`src/hw/rtl/slm_pkg.sv`:
```
// ---------------------------------------------------------------------------
// slm_pkg
// Shared types and constants of the sequence/acknowledge liveness monitor.
// ---------------------------------------------------------------------------
package slm_pkg;

  // input item codes
  typedef enum logic {
    OpTick = 1'b0,
    OpByte = 1'b1
  } slm_op_e;

  // result item codes
  typedef enum logic {
    KindProbe  = 1'b0,
    KindHeader = 1'b1
  } slm_kind_e;

  // configuration register indexes
  localparam int unsigned CfgIdxW = 2;
  localparam logic [CfgIdxW-1:0] CfgSessionId    = 2'd0;
  localparam logic [CfgIdxW-1:0] CfgLossThreshold = 2'd1;

  localparam logic [15:0] SessionIdReset     = 16'd1;
  localparam logic [15:0] LossThresholdReset = 16'd3;

  // probe tlv and offset limits
  localparam logic [7:0]  TlvTypeProbe = 8'd142;
  localparam logic [7:0]  TlvLenProbe  = 8'd14;
  localparam logic [11:0] OffsetMax    = 12'hFFF;

  // classified event from the header parser to the link engine
  typedef struct packed {
    slm_kind_e   kind;
    logic        matched;
    logic        ack_zero;
    logic [15:0] seq;
  } slm_evt_t;

  // result transaction
  typedef struct packed {
    slm_kind_e   kind;
    logic [15:0] probe_seq;
    logic [15:0] probe_ack;
    logic        link_is_up;
    logic        link_changed;
    logic        probe_matched;
  } slm_res_t;

endpackage

```
`src/hw/rtl/slm_fifo.sv`:
```
// ---------------------------------------------------------------------------
// slm_fifo
// Small register queue with combinational read of the oldest entry.
// ---------------------------------------------------------------------------
module slm_fifo #(
  parameter int unsigned Width = 8,
  parameter int unsigned Depth = 2
) (
  input  logic             clk_i,
  input  logic             rst_ni,
  input  logic             push_i,
  input  logic [Width-1:0] wdata_i,
  output logic             full_o,
  input  logic             pop_i,
  output logic [Width-1:0] rdata_o,
  output logic             empty_o
);

  localparam int unsigned PtrW = (Depth > 1) ? $clog2(Depth) : 1;
  localparam int unsigned CntW = $clog2(Depth + 1);
  localparam logic [PtrW-1:0] PtrLast = PtrW'(Depth - 1);
  localparam logic [CntW-1:0] CntFull = CntW'(Depth);

  logic [Width-1:0] regs_q [Depth];
  logic [PtrW-1:0]  wr_ptr_q, wr_ptr_d;
  logic [PtrW-1:0]  rd_ptr_q, rd_ptr_d;
  logic [CntW-1:0]  cnt_q, cnt_d;
  logic             do_push, do_pop;

  assign full_o  = (cnt_q == CntFull);
  assign empty_o = (cnt_q == '0);
  assign do_push = push_i && !full_o;
  assign do_pop  = pop_i && !empty_o;
  assign rdata_o = regs_q[rd_ptr_q];

  // pointer and fill count update
  always_comb begin
    wr_ptr_d = wr_ptr_q;
    rd_ptr_d = rd_ptr_q;
    cnt_d    = cnt_q;
    if (do_push) begin
      wr_ptr_d = (wr_ptr_q == PtrLast) ? '0 : wr_ptr_q + PtrW'(1);
    end
    if (do_pop) begin
      rd_ptr_d = (rd_ptr_q == PtrLast) ? '0 : rd_ptr_q + PtrW'(1);
    end
    if (do_push && !do_pop) begin
      cnt_d = cnt_q + CntW'(1);
    end else if (do_pop && !do_push) begin
      cnt_d = cnt_q - CntW'(1);
    end
  end

  always_ff @(posedge clk_i or negedge rst_ni) begin
    if (!rst_ni) begin
      wr_ptr_q <= '0;
      rd_ptr_q <= '0;
      cnt_q    <= '0;
    end else begin
      wr_ptr_q <= wr_ptr_d;
      rd_ptr_q <= rd_ptr_d;
      cnt_q    <= cnt_d;
    end
  end

  // entry storage
  always_ff @(posedge clk_i) begin
    if (do_push) begin
      regs_q[wr_ptr_q] <= wdata_i;
    end
  end

endmodule

```
`src/hw/rtl/slm_front.sv`:
```
// ---------------------------------------------------------------------------
// slm_front
// Header byte parser: walks the tlv list and classifies each tick and each last
// header byte into a tick or end-of-header event for the link engine.
// ---------------------------------------------------------------------------
module slm_front import slm_pkg::*; (
  input  logic        clk_i,
  input  logic        rst_ni,
  input  logic        accept_i,
  input  logic        opcode_i,
  input  logic [7:0]  data_byte_i,
  input  logic        last_byte_i,
  input  logic [15:0] session_id_i,
  output logic        evt_push_o,
  output slm_evt_t    evt_o
);

  logic [11:0] off_q, off_d;
  logic [7:0]  hlen_q, hlen_d;
  logic [11:0] next_q, next_d;
  logic [7:0]  tkind_q, tkind_d;
  logic [11:0] base_q, base_d;
  logic        sel_q, sel_d;
  logic [15:0] ses_q, ses_d;
  logic [15:0] seq_q, seq_d;
  logic [15:0] ack_q, ack_d;

  logic        is_byte;
  logic [11:0] end_bound;
  logic [12:0] start;
  logic [12:0] next_p1;
  logic [12:0] next_step;
  logic        walk_en;
  logic [11:0] rel;
  logic        cap_en;
  logic [12:0] tail;
  logic        matched;

  assign is_byte = accept_i && (slm_op_e'(opcode_i) == OpByte);

  // offsets used by the walk
  assign end_bound = {({1'b0, hlen_q} + 9'd1), 3'b000};
  assign start     = {({1'b0, data_byte_i} + 9'd1), 4'b0000} + 13'd8;
  assign next_p1   = {1'b0, next_q} + 13'd1;
  assign next_step = {1'b0, next_q} + 13'd2 + {5'd0, data_byte_i};
  assign walk_en   = (off_q >= 12'd5) && !sel_q && (next_q < end_bound);
  assign rel       = off_q - base_q;
  assign cap_en    = sel_q && (off_q >= base_q) && (rel < 12'd8);
  assign tail      = {1'b0, base_q} + 13'd15;
  assign matched   = sel_q && ({1'b0, off_q} >= tail) && (ses_q == session_id_i);

  // parse state update
  always_comb begin
    off_d   = off_q;
    hlen_d  = hlen_q;
    next_d  = next_q;
    tkind_d = tkind_q;
    base_d  = base_q;
    sel_d   = sel_q;
    ses_d   = ses_q;
    seq_d   = seq_q;
    ack_d   = ack_q;
    if (is_byte) begin
      if (off_q == 12'd1) begin
        hlen_d = data_byte_i;
      end
      if (off_q == 12'd4) begin
        next_d = start[12] ? OffsetMax : start[11:0];
      end
      if (walk_en) begin
        if (off_q == next_q) begin
          tkind_d = data_byte_i;
        end else if ({1'b0, off_q} == next_p1) begin
          if (tkind_q == TlvTypeProbe && data_byte_i == TlvLenProbe) begin
            sel_d  = 1'b1;
            base_d = next_q;
          end else begin
            next_d = next_step[12] ? OffsetMax : next_step[11:0];
          end
        end
      end
      if (cap_en) begin
        unique case (rel[2:0])
          3'd2:    ses_d[15:8] = data_byte_i;
          3'd3:    ses_d[7:0]  = data_byte_i;
          3'd4:    seq_d[15:8] = data_byte_i;
          3'd5:    seq_d[7:0]  = data_byte_i;
          3'd6:    ack_d[15:8] = data_byte_i;
          3'd7:    ack_d[7:0]  = data_byte_i;
          default: ;
        endcase
      end
      if (off_q != OffsetMax) begin
        off_d = off_q + 12'd1;
      end
      // end of header clears everything for the next one
      if (last_byte_i) begin
        off_d   = '0;
        hlen_d  = '0;
        next_d  = '0;
        tkind_d = '0;
        base_d  = '0;
        sel_d   = 1'b0;
        ses_d   = '0;
        seq_d   = '0;
        ack_d   = '0;
      end
    end
  end

  always_ff @(posedge clk_i or negedge rst_ni) begin
    if (!rst_ni) begin
      off_q   <= '0;
      hlen_q  <= '0;
      next_q  <= '0;
      tkind_q <= '0;
      base_q  <= '0;
      sel_q   <= 1'b0;
      ses_q   <= '0;
      seq_q   <= '0;
      ack_q   <= '0;
    end else begin
      off_q   <= off_d;
      hlen_q  <= hlen_d;
      next_q  <= next_d;
      tkind_q <= tkind_d;
      base_q  <= base_d;
      sel_q   <= sel_d;
      ses_q   <= ses_d;
      seq_q   <= seq_d;
      ack_q   <= ack_d;
    end
  end

  // event classification
  assign evt_push_o     = accept_i && (!is_byte || last_byte_i);
  assign evt_o.kind     = is_byte ? KindHeader : KindProbe;
  assign evt_o.matched  = is_byte && matched;
  assign evt_o.ack_zero = (ack_q == '0);
  assign evt_o.seq      = seq_q;

endmodule

```
`src/hw/rtl/slm_back.sv`:
```
// ---------------------------------------------------------------------------
// slm_back
// Link engine: keeps seq, ack and link state and builds one result per event.
// ---------------------------------------------------------------------------
module slm_back import slm_pkg::*; (
  input  logic        clk_i,
  input  logic        rst_ni,
  input  logic        evt_valid_i,
  input  slm_evt_t    evt_i,
  output logic        evt_pop_o,
  input  logic [15:0] loss_threshold_i,
  input  logic        res_full_i,
  output logic        res_push_o,
  output slm_res_t    res_o
);

  logic [15:0] sent_q, sent_d;
  logic [15:0] acked_q, acked_d;
  logic        link_q, link_d;
  logic        fire;
  logic        changed;
  logic [15:0] sent_inc;
  logic [15:0] unacked_gap;
  logic        in_window;

  assign fire       = evt_valid_i && !res_full_i;
  assign evt_pop_o  = fire;
  assign res_push_o = fire;

  assign sent_inc    = sent_q + 16'd1;
  assign unacked_gap = sent_inc - acked_q;
  assign in_window = ((sent_q > acked_q) && (evt_i.seq > acked_q) && (evt_i.seq <= sent_q)) ||
                     ((sent_q < acked_q) && ((evt_i.seq <= sent_q) || (evt_i.seq > acked_q)));

  // state update for one event
  always_comb begin
    sent_d  = sent_q;
    acked_d = acked_q;
    link_d  = link_q;
    changed = 1'b0;
    if (fire) begin
      unique case (evt_i.kind)
        KindProbe: begin
          if (link_q) begin
            sent_d = sent_inc;
            if (unacked_gap > loss_threshold_i) begin
              sent_d  = '0;
              acked_d = '0;
              link_d  = 1'b0;
              changed = 1'b1;
            end
          end
        end
        KindHeader: begin
          if (evt_i.matched) begin
            if (!link_q && evt_i.seq == '0 && evt_i.ack_zero) begin
              link_d  = 1'b1;
              changed = 1'b1;
            end else if (in_window) begin
              acked_d = evt_i.seq;
            end
          end
        end
        default: ;
      endcase
    end
  end

  always_ff @(posedge clk_i or negedge rst_ni) begin
    if (!rst_ni) begin
      sent_q  <= '0;
      acked_q <= '0;
      link_q  <= 1'b0;
    end else begin
      sent_q  <= sent_d;
      acked_q <= acked_d;
      link_q  <= link_d;
    end
  end

  // result fields after the update
  assign res_o.kind          = evt_i.kind;
  assign res_o.probe_seq     = link_d ? sent_d : '0;
  assign res_o.probe_ack     = link_d ? acked_d : '0;
  assign res_o.link_is_up    = link_d;
  assign res_o.link_changed  = changed;
  assign res_o.probe_matched = evt_i.matched;

  // seq and ack stay zero while the link is down
  a_down_zero: assert property (@(posedge clk_i) disable iff (!rst_ni)
    !link_q |-> (sent_q == '0 && acked_q == '0))
    else $error("seq or ack non-zero while link down");

  // a tick can only take the link down
  a_tick_down: assert property (@(posedge clk_i) disable iff (!rst_ni)
    (fire && evt_i.kind == KindProbe && changed) |=> !link_q)
    else $error("tick raised the link");

  // a header can only bring the link up
  a_hdr_up: assert property (@(posedge clk_i) disable iff (!rst_ni)
    (fire && evt_i.kind == KindHeader && changed) |=> link_q)
    else $error("header dropped the link");

  // while the link stays up, ack moves only after a matched header or a tick
  a_ack_src: assert property (@(posedge clk_i) disable iff (!rst_ni)
    (link_q && $past(link_q) && acked_q != $past(acked_q)) |->
      ($past(fire) && $past(evt_i.matched))
      || ($past(fire) && $past(evt_i.kind) == KindProbe))
    else $error("ack changed without a matched header");

endmodule

```
`src/hw/rtl/seq_ack_liveness_monitor.sv`:
```
// ---------------------------------------------------------------------------
// seq_ack_liveness_monitor
// Link liveness monitor: header parser and link engine joined by an event
// queue, with a result queue towards the consumer.
// ---------------------------------------------------------------------------
// A result passes through the event queue and then the result queue before it is shown.
// Throughput: one transaction per cycle while the event queue is not full, set by the single-event link engine.
// Bytes that are not last produce no result but are held while the event queue is full.
// Reset: link down, seq and ack zero, parser cleared, session 1, threshold 3.
// ---------------------------------------------------------------------------
module seq_ack_liveness_monitor import slm_pkg::*; #(
  parameter int unsigned EvtDepth = 2,
  parameter int unsigned ResDepth = 2
) (
  input  logic               clk_i,
  input  logic               rst_ni,
  // input queue side
  input  logic               push,
  output logic               full,
  input  logic               opcode_i,
  input  logic [7:0]         data_byte_i,
  input  logic               last_byte_i,
  // result queue side
  output logic               empty,
  input  logic               pop,
  output logic               kind_o,
  output logic [15:0]        probe_seq_o,
  output logic [15:0]        probe_ack_o,
  output logic               link_is_up_o,
  output logic               link_changed_o,
  output logic               probe_matched_o,
  // configuration write channel
  input  logic               cfg_valid_i,
  output logic               cfg_ready_o,
  input  logic [CfgIdxW-1:0] cfg_index_i,
  input  logic [15:0]        cfg_wdata_i
);

  logic [15:0] session_id_q;
  logic [15:0] loss_threshold_q;
  logic        cfg_we;
  logic        accept;
  logic        evt_push, evt_full, evt_empty, evt_pop;
  slm_evt_t    evt_in, evt_out;
  logic        res_push, res_full;
  slm_res_t    res_in, res_out;

  // configuration registers
  assign cfg_ready_o = 1'b1;
  assign cfg_we      = cfg_valid_i && cfg_ready_o;

  always_ff @(posedge clk_i or negedge rst_ni) begin
    if (!rst_ni) begin
      session_id_q     <= SessionIdReset;
      loss_threshold_q <= LossThresholdReset;
    end else if (cfg_we) begin
      if (cfg_index_i == CfgSessionId) begin
        session_id_q <= cfg_wdata_i;
      end
      if (cfg_index_i == CfgLossThreshold) begin
        loss_threshold_q <= cfg_wdata_i;
      end
    end
  end

  // front: parse and classify
  assign full   = evt_full;
  assign accept = push && !evt_full;

  slm_front u_front (
    .clk_i        (clk_i),
    .rst_ni       (rst_ni),
    .accept_i     (accept),
    .opcode_i     (opcode_i),
    .data_byte_i  (data_byte_i),
    .last_byte_i  (last_byte_i),
    .session_id_i (session_id_q),
    .evt_push_o   (evt_push),
    .evt_o        (evt_in)
  );

  // event queue between parser and engine
  slm_fifo #(
    .Width ($bits(slm_evt_t)),
    .Depth (EvtDepth)
  ) u_evt_fifo (
    .clk_i   (clk_i),
    .rst_ni  (rst_ni),
    .push_i  (evt_push),
    .wdata_i (evt_in),
    .full_o  (evt_full),
    .pop_i   (evt_pop),
    .rdata_o (evt_out),
    .empty_o (evt_empty)
  );

  // back: link engine
  slm_back u_back (
    .clk_i            (clk_i),
    .rst_ni           (rst_ni),
    .evt_valid_i      (!evt_empty),
    .evt_i            (evt_out),
    .evt_pop_o        (evt_pop),
    .loss_threshold_i (loss_threshold_q),
    .res_full_i       (res_full),
    .res_push_o       (res_push),
    .res_o            (res_in)
  );

  // result queue towards the consumer
  slm_fifo #(
    .Width ($bits(slm_res_t)),
    .Depth (ResDepth)
  ) u_res_fifo (
    .clk_i   (clk_i),
    .rst_ni  (rst_ni),
    .push_i  (res_push),
    .wdata_i (res_in),
    .full_o  (res_full),
    .pop_i   (pop),
    .rdata_o (res_out),
    .empty_o (empty)
  );

  assign kind_o          = res_out.kind;
  assign probe_seq_o     = res_out.probe_seq;
  assign probe_ack_o     = res_out.probe_ack;
  assign link_is_up_o    = res_out.link_is_up;
  assign link_changed_o  = res_out.link_changed;
  assign probe_matched_o = res_out.probe_matched;

endmodule
```
`config.mk`:
```
export PLATFORM = sky130hd
export DESIGN_NAME = seq_ack_liveness_monitor
export DESIGN_NICKNAME = d
export VERILOG_FILES = /design/src/hw/rtl/slm_pkg.sv /design/src/hw/rtl/slm_fifo.sv /design/src/hw/rtl/slm_front.sv /design/src/hw/rtl/slm_back.sv /design/src/hw/rtl/seq_ack_liveness_monitor.sv
export SDC_FILE = /design/constraint.sdc
export NUM_CORES = 1
export LEC_CHECK = 0
export BUFFER_PORTS_ARGS = -buffer_cell sky130_fd_sc_hd__buf_2
export CAP_MARGIN = 5
export CORE_ASPECT_RATIO = 0.5
export CORE_MARGIN = 2
export CORE_UTILIZATION = 58
export CTS_CLUSTER_DIAMETER = 60
export DETAILED_ROUTE_END_ITERATION = 10
export GPL_TIMING_DRIVEN = 0
export PLACE_DENSITY_LB_ADDON = 0.3
export SLEW_MARGIN = 0
export SYNTH_ARGS = -nofsm -noshare
export SYNTH_HDL_FRONTEND = slang
export SYNTH_HIERARCHICAL = 1
export SYNTH_SLANG_ARGS = --single-unit
```
`constraint.sdc`:
```
create_clock -name clk_i -period 8.9 [get_ports clk_i]
set_input_delay 0 -clock clk_i [delete_from_list [all_inputs] [get_ports clk_i]]
set_output_delay 0 -clock clk_i [all_outputs]
set_load 0.1 [all_outputs]
```
==> results of run 1 <==
[kinds of logic (layout without fill, tap and decap cells)]
logic type / Yosys count / in the layout / share of synthesized area [%]
xor+xnor: 101 / 101 / 4.96
simple gates: 492 / 492 / 15.5
fa+ha+maj: 141 / 141 / 10.0
other cells: 1 / 2 / 0.0210
compound gates: 354 / 354 / 13.7
mux: 121 / 121 / 8.31
flops: 284 / 284 / 43.0
buf+inv: 173 / 322 / 4.58
[power groups by stage]
stage / combinational [uW] / clock, uW / sequential (uW)
2_1_floorplan: 2800 / 0 / 1980
3_3_place_gp: 3400 / 0 / 2040
3_5_place_dp: 3500 / 0 / 2050
4_1_cts: 3530 / 1200 / 2030
5_1_grt: 3830 / 1260 / 2080
6_report: 3560 / 1190 / 2040
[how the worst min path moves through the flow]
stage / from / cells past startpoint / end
6_report: rst_ni / 2 / u_front/off_q[5]
3_5_place_dp: rst_ni / 1 / u_front/off_q[5]
5_1_grt: cfg_index_i[0] / 4 / session_id_q[5]
3_3_place_gp: cfg_wdata_i[7] / 2 / loss_threshold_q[7]
2_1_floorplan: rst_ni / 0 / loss_threshold_q[10]
4_1_cts: rst_ni / 2 / u_front/off_q[5]
[flip-flops by register name, indices dropped and copies added (netlist names), 2 cells and up]
name / cells
u_front/ack_q: 16
u_front/next_q: 12
u_front/off_q: 12
u_front/tkind_q: 8
u_back/sent_q: 16
u_front/ses_q: 16
session_id_q: 16
u_res_fifo/cnt_q: 2
u_evt_fifo/regs_q: 38
u_res_fifo/regs_q: 72
u_evt_fifo/cnt_q: 2
u_back/acked_q: 16
loss_threshold_q: 16
u_front/hlen_q: 8
u_front/base_q: 12
u_front/seq_q: 16
[timing repair]
item / 4_1_cts / 5_1_grt
hold endpoints to repair: 124 / 0
hold buffers: 32 / 0
endpoints found under the setup margin: 0 / 0
[final cells by class]
type | instances | area [sq um]
well taps | 399 | 499
clock buffers | 38 | 734
repair buffers | 103 | 723
flip-flops and latches | 284 | 7660
fillers | 2342 | 10300
clock inverters | 8 | 158
diodes | 1 | 2.50
plain buffers | 75 | 449
inverters | 98 | 368
multi-input cells | 1210 | 9360
[metrics by stage]
stage          util (%)  area (sq um)  instances
6_report           65.9         20000       2216
5_1_grt            65.9         20000       2216
4_1_cts            65.9         20000       2215
3_5_place_dp       61.9         18700       2137
3_3_place_gp       61.6         18700       2135
2_1_floorplan         -         17800       1667
[cell usage in the layout (no fill, tap or decap), types with 45 or more instances in the layout]
master    instances
edfxtp_1        110
buf_2            82
ha_1            138
nor2_1           56
o211ai_1         56
inv_1            98
nand2_1         138
dfrtp_1         171
a21oi_1          86
o21ai_0          65
mux2_2           45
xnor2_1          65
[metal layers]
layer / global-route usage [%] / vias up / share of wire, %
li1: - / 6421 / -
met1: 38.8 / 6680 / 45
met2: 45.1 / 487 / 46
met3: 4.69 / 94 / 6.3
met4: 8.70 / 0 / 2.8
met5: 0 / - / 0
==> impl_metrics.tcl, run 1 <==
set metrics [dict create \
    grt_start_max_net_pins 98 \
    syn_area_sq_um 17800 \
    via_per_inst 6.17 \
    cp.depth 24 \
    fin_total_pwr_uw 6790 \
    cp_cell_sequence "ha_1, nand3_1, or3_1, clkbuf_1, nor3_1, xnor2_1, inv_1, ha_1, and3_1, a31o_2, o41ai_1, o21bai_1, a21oi_1, xnor2_1, ha_1, nand2_1, or3_1, a211oi_1, a211o_1, nand2_1, o31ai_1, inv_1, clkbuf_1, and2_1" \
    dieArea_sq_um 32200 \
    cts.sinks 284 \
    switchingPower_uw 3100 \
    port_buffers 69 \
    holdWs_ns 0.00834 \
    ant_nets 0 \
    ys_ff_latch 284 \
    antenna_found_initial 1 \
    endpoint_kind "flop" \
    htreeDepth 1 \
    pre_cts_ws_ns 2.32 \
    critPathMostFrequentCell "ha_1" \
    timing.slew.headroom_pct 35.9 \
    drc 0 \
    cp_top_family "compound AO/OA/AOI/OAI gates" \
    ctsResizeCount 0 \
    synthArstFlopShare_pct 61.3 \
    hold_path.class "in -> async" \
    crit_path_top_delay_cell "dfrtp_1" \
    rr_worst_depth 24 \
    fin_nets 1971 \
    p_leak_uw 0.00859 \
    cts_buffers 25 \
    pwr-share-clk_pct 17.5 \
    hold_viol 0 \
    path_max_fanout 11 \
    power_frac_comb_pct 52.4 \
    synthTopCellsByCount "dfrtp_1, ha_1, nand2_1" \
    setup_viol 0 \
    start_kind "flop" \
    status "finished, final reports clean" \
    cts_max_path_buffers 3 \
    yosysMostFrequentCell "dfrtp_1" \
    cap_violations 0 \
    worst_ep_required_time_ns 9.21 \
    syn-instance-count 1667 \
    synth_edf_count 110 \
    gr-total-overflow 0 \
    ir_worst_vdd_mv 0.241 \
    hpwl_um 31600 \
    r2r_end "u_res_fifo/regs_q[0][9]" \
    powerDensity_nw_per_um2 340 \
    fmax_ghz 0.149 \
    r2r_slack_ns 2.18 \
    synthFlopType "dfrtp_1" \
    startpoint "u_back/sent_q[0]" \
    worstSetupPathType "reg -> reg" \
    grt_pass1_wl_um 71300 \
    syn2layout_area_growth_pct 11.9 \
    yosysSeqAreaShare_pct 43.0 \
    finClkSkew_ns 0.0261 \
    p_sw_share_pct 45.7 \
    routed_wl_um 44600 \
    ys_types 101 \
    p_int_uw 3690 \
    pwr-share-seq_pct 30.0 \
    endpoint "u_res_fifo/regs_q[0][9]" \
    drt_iter0_drc 1279 \
    num_vias 13700 \
    start_util_pct 58.8 \
    gp_congestion 0.978 \
    ys_warn_count 6 \
    setup_ws_ns 2.18 \
    cp_num_buf_inv 4 \
    synth_top_area_share_pct 24.0 \
    core_area_sq_um 30300 \
    timing.final.crit_share_pct 75.6 \
    die-width_um 252 \
    critPathArrivalTime_ns 7.04 \
    tns_ns 0 \
    wl_per_cell_um 20.1 \
    clock_latency_ns 0.57 \
    clkTransAtPathRegs_ns 0.08 \
    synth_top_area_cell "dfrtp_1" \
    num_io_pins 72 \
    maxSlewViolCount 0 \
    grt_pass1_vias 13200 \
    rr_startpoint "u_back/sent_q[0]" \
    slowest_delay_ns 0.53 \
    avgSynthCellArea_sq_um 10.7 \
    drive_above_1_share_pct 15.0 \
    tightest_slew_ns 0.961 \
    rsz0062_at_grt "no" \
    grt_usage_pct 27.9 \
    firstDrtPassIters 6 \
    post_cts_buffers 0 \
    synth_area_leaders "dfrtp_1, edfxtp_1, ha_1, mux2_4, xnor2_1" \
    fp.dieH_um 128 \
    synth_nets 1841 \
    cts_root_buf "clkbuf_16" \
    fin_crit_ns 6.72 \
    row_count 45 \
    cts_tree "yes" \
]
Note: power is estimated with default switching activity, not from simulation.
==> run 2: changes to the inputs <==
Clock period 8.9 ns to 6.9 ns, I/O delays scaled along.
==> impl_metrics.tcl, run 2 (synthesized netlist as in run 1, its figures left out) <==
set metrics [dict create \
    status "finished, final reports clean" \
    wl_per_cell_um 20.1 \
    cts_root_buf "clkbuf_16" \
    core_area_sq_um 30300 \
    clkTransAtPathRegs_ns 0.08 \
    start_kind "flop" \
    fmax_ghz 0.155 \
    antenna_found_initial 1 \
    grt_usage_pct 27.9 \
    rsz0062_at_grt "no" \
    ant_nets 0 \
    setup_viol 0 \
    slowest_delay_ns 0.53 \
    htreeDepth 1 \
    cts_tree "yes" \
    n_fill_cell 2341 \
    p_leak_uw 0.00859 \
    num_vias 13700 \
    via_per_inst 6.17 \
    routed_wl_um 44600 \
    fin_crit_ns 6.46 \
    met2_usage_pct 45.1 \
    cap_violations 0 \
    worst_ep_required_time_ns 7.22 \
    dp_cells 2137 \
    use_met1_pct 38.8 \
    maxSlewViolCount 0 \
    final_cells 2216 \
    grtUsageMet3_pct 4.69 \
    critPathArrivalTime_ns 6.78 \
    path_max_fanout 11 \
    firstDrtPassIters 5 \
    drt_iter0_drc 1229 \
    die-width_um 252 \
    timing.slew.headroom_pct 36.5 \
    finClkSkew_ns 0.0277 \
    hpwl_um 31600 \
    cp_top_family "simple AND/OR/NAND/NOR gates" \
    drive_above_1_share_pct 15.1 \
    most-common-layout-cells "dfrtp_1, nand2_1, ha_1" \
    fp.dieH_um 128 \
    gr-total-overflow 0 \
    layout_commonest_cell "dfrtp_1" \
    largest_register "u_res_fifo/regs_q" \
    cts.sinks 284 \
    syn2layout_area_growth_pct 12.0 \
    critPathMostFrequentCell "ha_1" \
    ir_worst_vdd_mv 0.311 \
    grt_pass1_wl_um 71300 \
    post_cts_buffers 0 \
    num_io_pins 72 \
    gp_congestion 0.978 \
    drc 0 \
    dieArea_sq_um 32200 \
    cp_cell_sequence "ha_1, nand3_1, or3_1, clkbuf_1, nor3_1, xnor2_1, inv_1, ha_1, and3_1, a31o_2, o41ai_2, o21bai_1, a21oi_1, xnor2_1, ha_1, nand2_1, or3_1, a211oi_1, a211o_1, nand2_1, o31ai_2, inv_1, clkbuf_1, and2_1" \
    hold_viol 0 \
    crit_path_top_delay_cell "dfrtp_1" \
    largest_registers "u_res_fifo/regs_q: 72 flops, u_evt_fifo/regs_q: 38 flops" \
    tightest_slew_ns 0.951 \
    start_util_pct 58.8 \
    cp_num_buf_inv 4 \
    grt_busiest_layer "met2" \
    timing.final.crit_share_pct 93.7 \
    port_buffers 69 \
    endpoint_kind "flop" \
    clock_latency_ns 0.57 \
    grt_start_max_net_pins 98 \
    row_count 45 \
    hold_path.class "in -> async" \
    largest_reg_flops 72 \
    cts_max_path_buffers 3 \
    grt_pass1_vias 13200 \
    cts_buffers 25 \
    worstSetupPathType "reg -> reg" \
    fin_nets 1971 \
    powerDensity_nw_per_um2 439 \
    tns_ns 0 \
]
## run 2: cell counts in the layout (fill, tap and decap cells not counted)
No cell type changed its count.
## run 2: area by class of cell
type                            count  area [sq um]  area share, %
Antenna cell                        1          2.50         0.0125
Inverter                           98           368           1.84
Timing Repair Buffer              103           723           3.62
Clock inverter                      8           158          0.790
Multi-Input combinational cell   1210          9370           46.9
Clock buffer                       38           734           3.68
Tap cell                          399           499           2.50
Sequential cell                   284          7660           38.4
Buffer                             75           449           2.25
## run 2: routing by layer
layer	up-vias	routed length, um	part of all wire, %
met3	100	2620	5.9
met5	-	0	0
met2	480	20400	46
met4	0	1330	3.0
met1	6681	20200	45
li1	6417	-	-
## run 2: path summary, 6_finish.rpt
kind	depth (start not counted)	startpoint	slack (ns)	endpoint
max	24	u_back/sent_q[0]	0.44	u_res_fifo/regs_q[0][10]
min	2	rst_ni	0.009	u_front/off_q[5]
max reg2reg	24	u_back/sent_q[0]	0.44	u_res_fifo/regs_q[0][10]
min reg2reg	0	u_front/seq_q[8]	0.48	u_evt_fifo/regs_q[0][8]
max in group asynchronous	3	rst_ni	5.98	u_res_fifo/rd_ptr_q
min in group clk_i	4	cfg_index_i[0]	0.04	session_id_q[1]
## run 2: power by group
part / leakage, uW / internal (uW) / total (uW) / switching [uW]
Sequential: 0.00315 / 2310 / 2630 / 319
Clock: 0.000435 / 890 / 1540 / 647
Combinational: 0.00501 / 1560 / 4590 / 3040
Total: 0.00859 / 4760 / 8760 / 4000
## run 2: what timing repair did
| item | in CTS | in global routing |
|---|---|---|
| resized for setup | 0 | 2 |
| hold buffers | 32 | 0 |
| hold endpoints to repair | 124 | 0 |
| endpoints found under the setup margin | 0 | 60 |
## run 2: per-stage QoR
step / cell area, sq um / total power [uW] / util, % / worst slack (ns) / hold slack, ns
floorplan: 17800 / 6160 / - / 1.64 / -0.296
global placement: 18700 / 7020 / 61.6 / 0.315 / 0.259
detailed placement: 18700 / 7160 / 61.9 / 0.323 / 0.0212
CTS: 20000 / 8720 / 65.9 / 0.286 / 0.0267
global route: 20000 / 9250 / 65.9 / 0.0428 / 0.0373
finish: 20000 / 8760 / 65.9 / 0.438 / 0.00940
==> run 3: changes to the inputs <==
Settings changed: MAX_ROUTING_LAYER set to met4.
==> impl_metrics.tcl, run 3 (synthesized netlist as in run 1, its figures left out) <==
set metrics [dict create \
    status "finished, final reports clean" \
    hold_viol 0 \
    hold_path.class "in -> async" \
    cts_root_buf "clkbuf_16" \
    core_area_sq_um 30300 \
    num_io_pins 72 \
    worstSetupPathType "reg -> reg" \
    critPathArrivalTime_ns 6.78 \
    setup_viol 0 \
    ir_worst_vdd_mv 0.310 \
    crit_path_top_delay_cell "dfrtp_1" \
    row_count 45 \
    n_fill_cell 2361 \
    layout_commonest_cell "dfrtp_1" \
    start_kind "flop" \
    worst_ep_required_time_ns 7.18 \
    tns_ns 0 \
    endpoint_kind "flop" \
    drc 0 \
    fin_crit_ns 6.49 \
    gr-total-overflow 0 \
    p_leak_uw 0.00860 \
    power_frac_comb_pct 52.7 \
    cts_tree "yes" \
    place_area_sq_um 18700 \
    path_max_fanout 10 \
    cts.sinks 284 \
    syn2layout_area_growth_pct 12.1 \
    critPathMostFrequentCell "ha_1" \
    p_int_uw 4710 \
    p_sw_share_pct 46.1 \
    cts_max_path_buffers 3 \
    die-width_um 252 \
    clock_latency_ns 0.57 \
    most-common-layout-cells "dfrtp_1, nand2_1, ha_1" \
    clkTransAtPathRegs_ns 0.06 \
    cp_cell_sequence "ha_1, nand3_1, or3_1, clkbuf_1, nor3_1, xnor2_1, inv_1, ha_1, and3_1, a31o_2, o41ai_2, o21bai_1, a21oi_1, xnor2_1, ha_1, nand2_1, or3_1, a211oi_1, a211o_1, nand2_1, o31ai_4, clkbuf_1, nor2b_1" \
    largest_registers "u_res_fifo/regs_q: 72 flops, u_evt_fifo/regs_q: 38 flops" \
    grt_pass1_vias 13100 \
    pwr-share-clk_pct 17.2 \
    fin_nets 1975 \
    gp_congestion 0.961 \
    port_buffers 69 \
    hpwl_um 31600 \
    powerDensity_nw_per_um2 437 \
    timing.slew.headroom_pct 32.3 \
    cts_buffers 26 \
    cp_num_buf_inv 3 \
    post-route-cell-area_sq_um 20000 \
    grt_start_max_net_pins 102 \
    grt_usage_pct 28.9 \
    firstDrtPassIters 6 \
    largest_reg_flops 72 \
    drive_above_1_share_pct 15.3 \
    num_vias 13600 \
    post-route-util_pct 66.0 \
    cap_violations 0 \
    switchingPower_uw 4030 \
    rsz0062_at_grt "no" \
    wl_per_cell_um 20.1 \
    dieArea_sq_um 32200 \
    antenna_found_initial 1 \
    slowest_delay_ns 0.55 \
    grt_pass1_wl_um 71200 \
    routed_wl_um 44600 \
    fmax_ghz 0.154 \
    start_util_pct 58.8 \
    ant_nets 0 \
    htreeDepth 1 \
    drt_iter0_drc 1364 \
    pwr-share-seq_pct 30.1 \
    maxSlewViolCount 0 \
    largest_register "u_res_fifo/regs_q" \
    timing.final.crit_share_pct 94.1 \
    tightest_slew_ns 1.01 \
    via_per_inst 6.11 \
    finClkSkew_ns 0.0333 \
    cp_top_family "simple AND/OR/NAND/NOR gates" \
    fp.dieH_um 128 \
]
==> run 3: final timing paths <==
path / from / end / slack, ns / cells past startpoint
min in group clk_i: last_byte_i / u_front/base_q[0] / 0.08 / 3
max in group asynchronous: rst_ni / u_front/seq_q[0] / 5.94 / 3
worst max-delay path: u_back/sent_q[0] / u_res_fifo/regs_q[1][20] / 0.41 / 23
worst max register to register: u_back/sent_q[0] / u_res_fifo/regs_q[1][20] / 0.41 / 23
worst min-delay path: rst_ni / u_front/off_q[5] / 0.0004 / 2
worst min register to register: u_front/seq_q[12] / u_evt_fifo/regs_q[0][12] / 0.46 / 0
==> run 3: stage by stage <==
step / cells / setup slack, ns / hold WS, ns / total power, uW
2_1_floorplan: 1667 / 1.64 / -0.296 / 6160
3_3_place_gp: 2135 / 0.235 / 0.255 / 7030
3_5_place_dp: 2137 / 0.191 / 0.0197 / 7150
4_1_cts: 2220 / 0.163 / 0.0277 / 8700
5_1_grt: 2221 / 0.0611 / 0.0637 / 9240
6_report: 2221 / 0.406 / 0.000401 / 8730
==> run 3: worst register-to-register path, delay by kind of cell (launching register included) <==
kind	cells	cell delay, ns
DFF	1	0.55
and+or+nand+nor	8	1.89
xor gates and xnor gates	2	0.32
adders and majority gates	3	0.97
buffers and inverters	3	0.77
AOI/OAI and AO/OA	7	1.74
==> run 3: final cells by class <==
cell class	instances	area [sq um]	area share [%]
clock buffer	37	742	3.71
tap	399	499	2.50
timing repair buffer	106	753	3.77
buffer	75	449	2.25
sequential	284	7660	38.3
multi-input combinational	1210	9380	46.9
clock inverter	11	133	0.664
inverter	98	368	1.84
antenna	1	2.50	0.0125
==> run 3: power by group through the flow <==
stage	Combinational, uW	Clock (uW)	Sequential, uW
finish	4600	1500	2630
detailed placement	4500	0	2650
global route	4960	1600	2680
floorplan	3620	0	2550
CTS	4560	1520	2620
global placement	4400	0	2630
==> run 3: repair_timing <==
item | in CTS | in global routing
resized for setup | 0 | 3
hold endpoints to repair | 159 | 0
buffers inserted | 0 | 0
setup endpoints to repair | 0 | 61
hold buffers | 35 | 0
==> run 3: per-layer routing <==
metal | global-route usage (%) | wire length [um]
met5 | - | 0
met4 | 9.01 | 1360
met3 | 4.35 | 2520
met2 | 45.2 | 20400
met1 | 39.2 | 20400
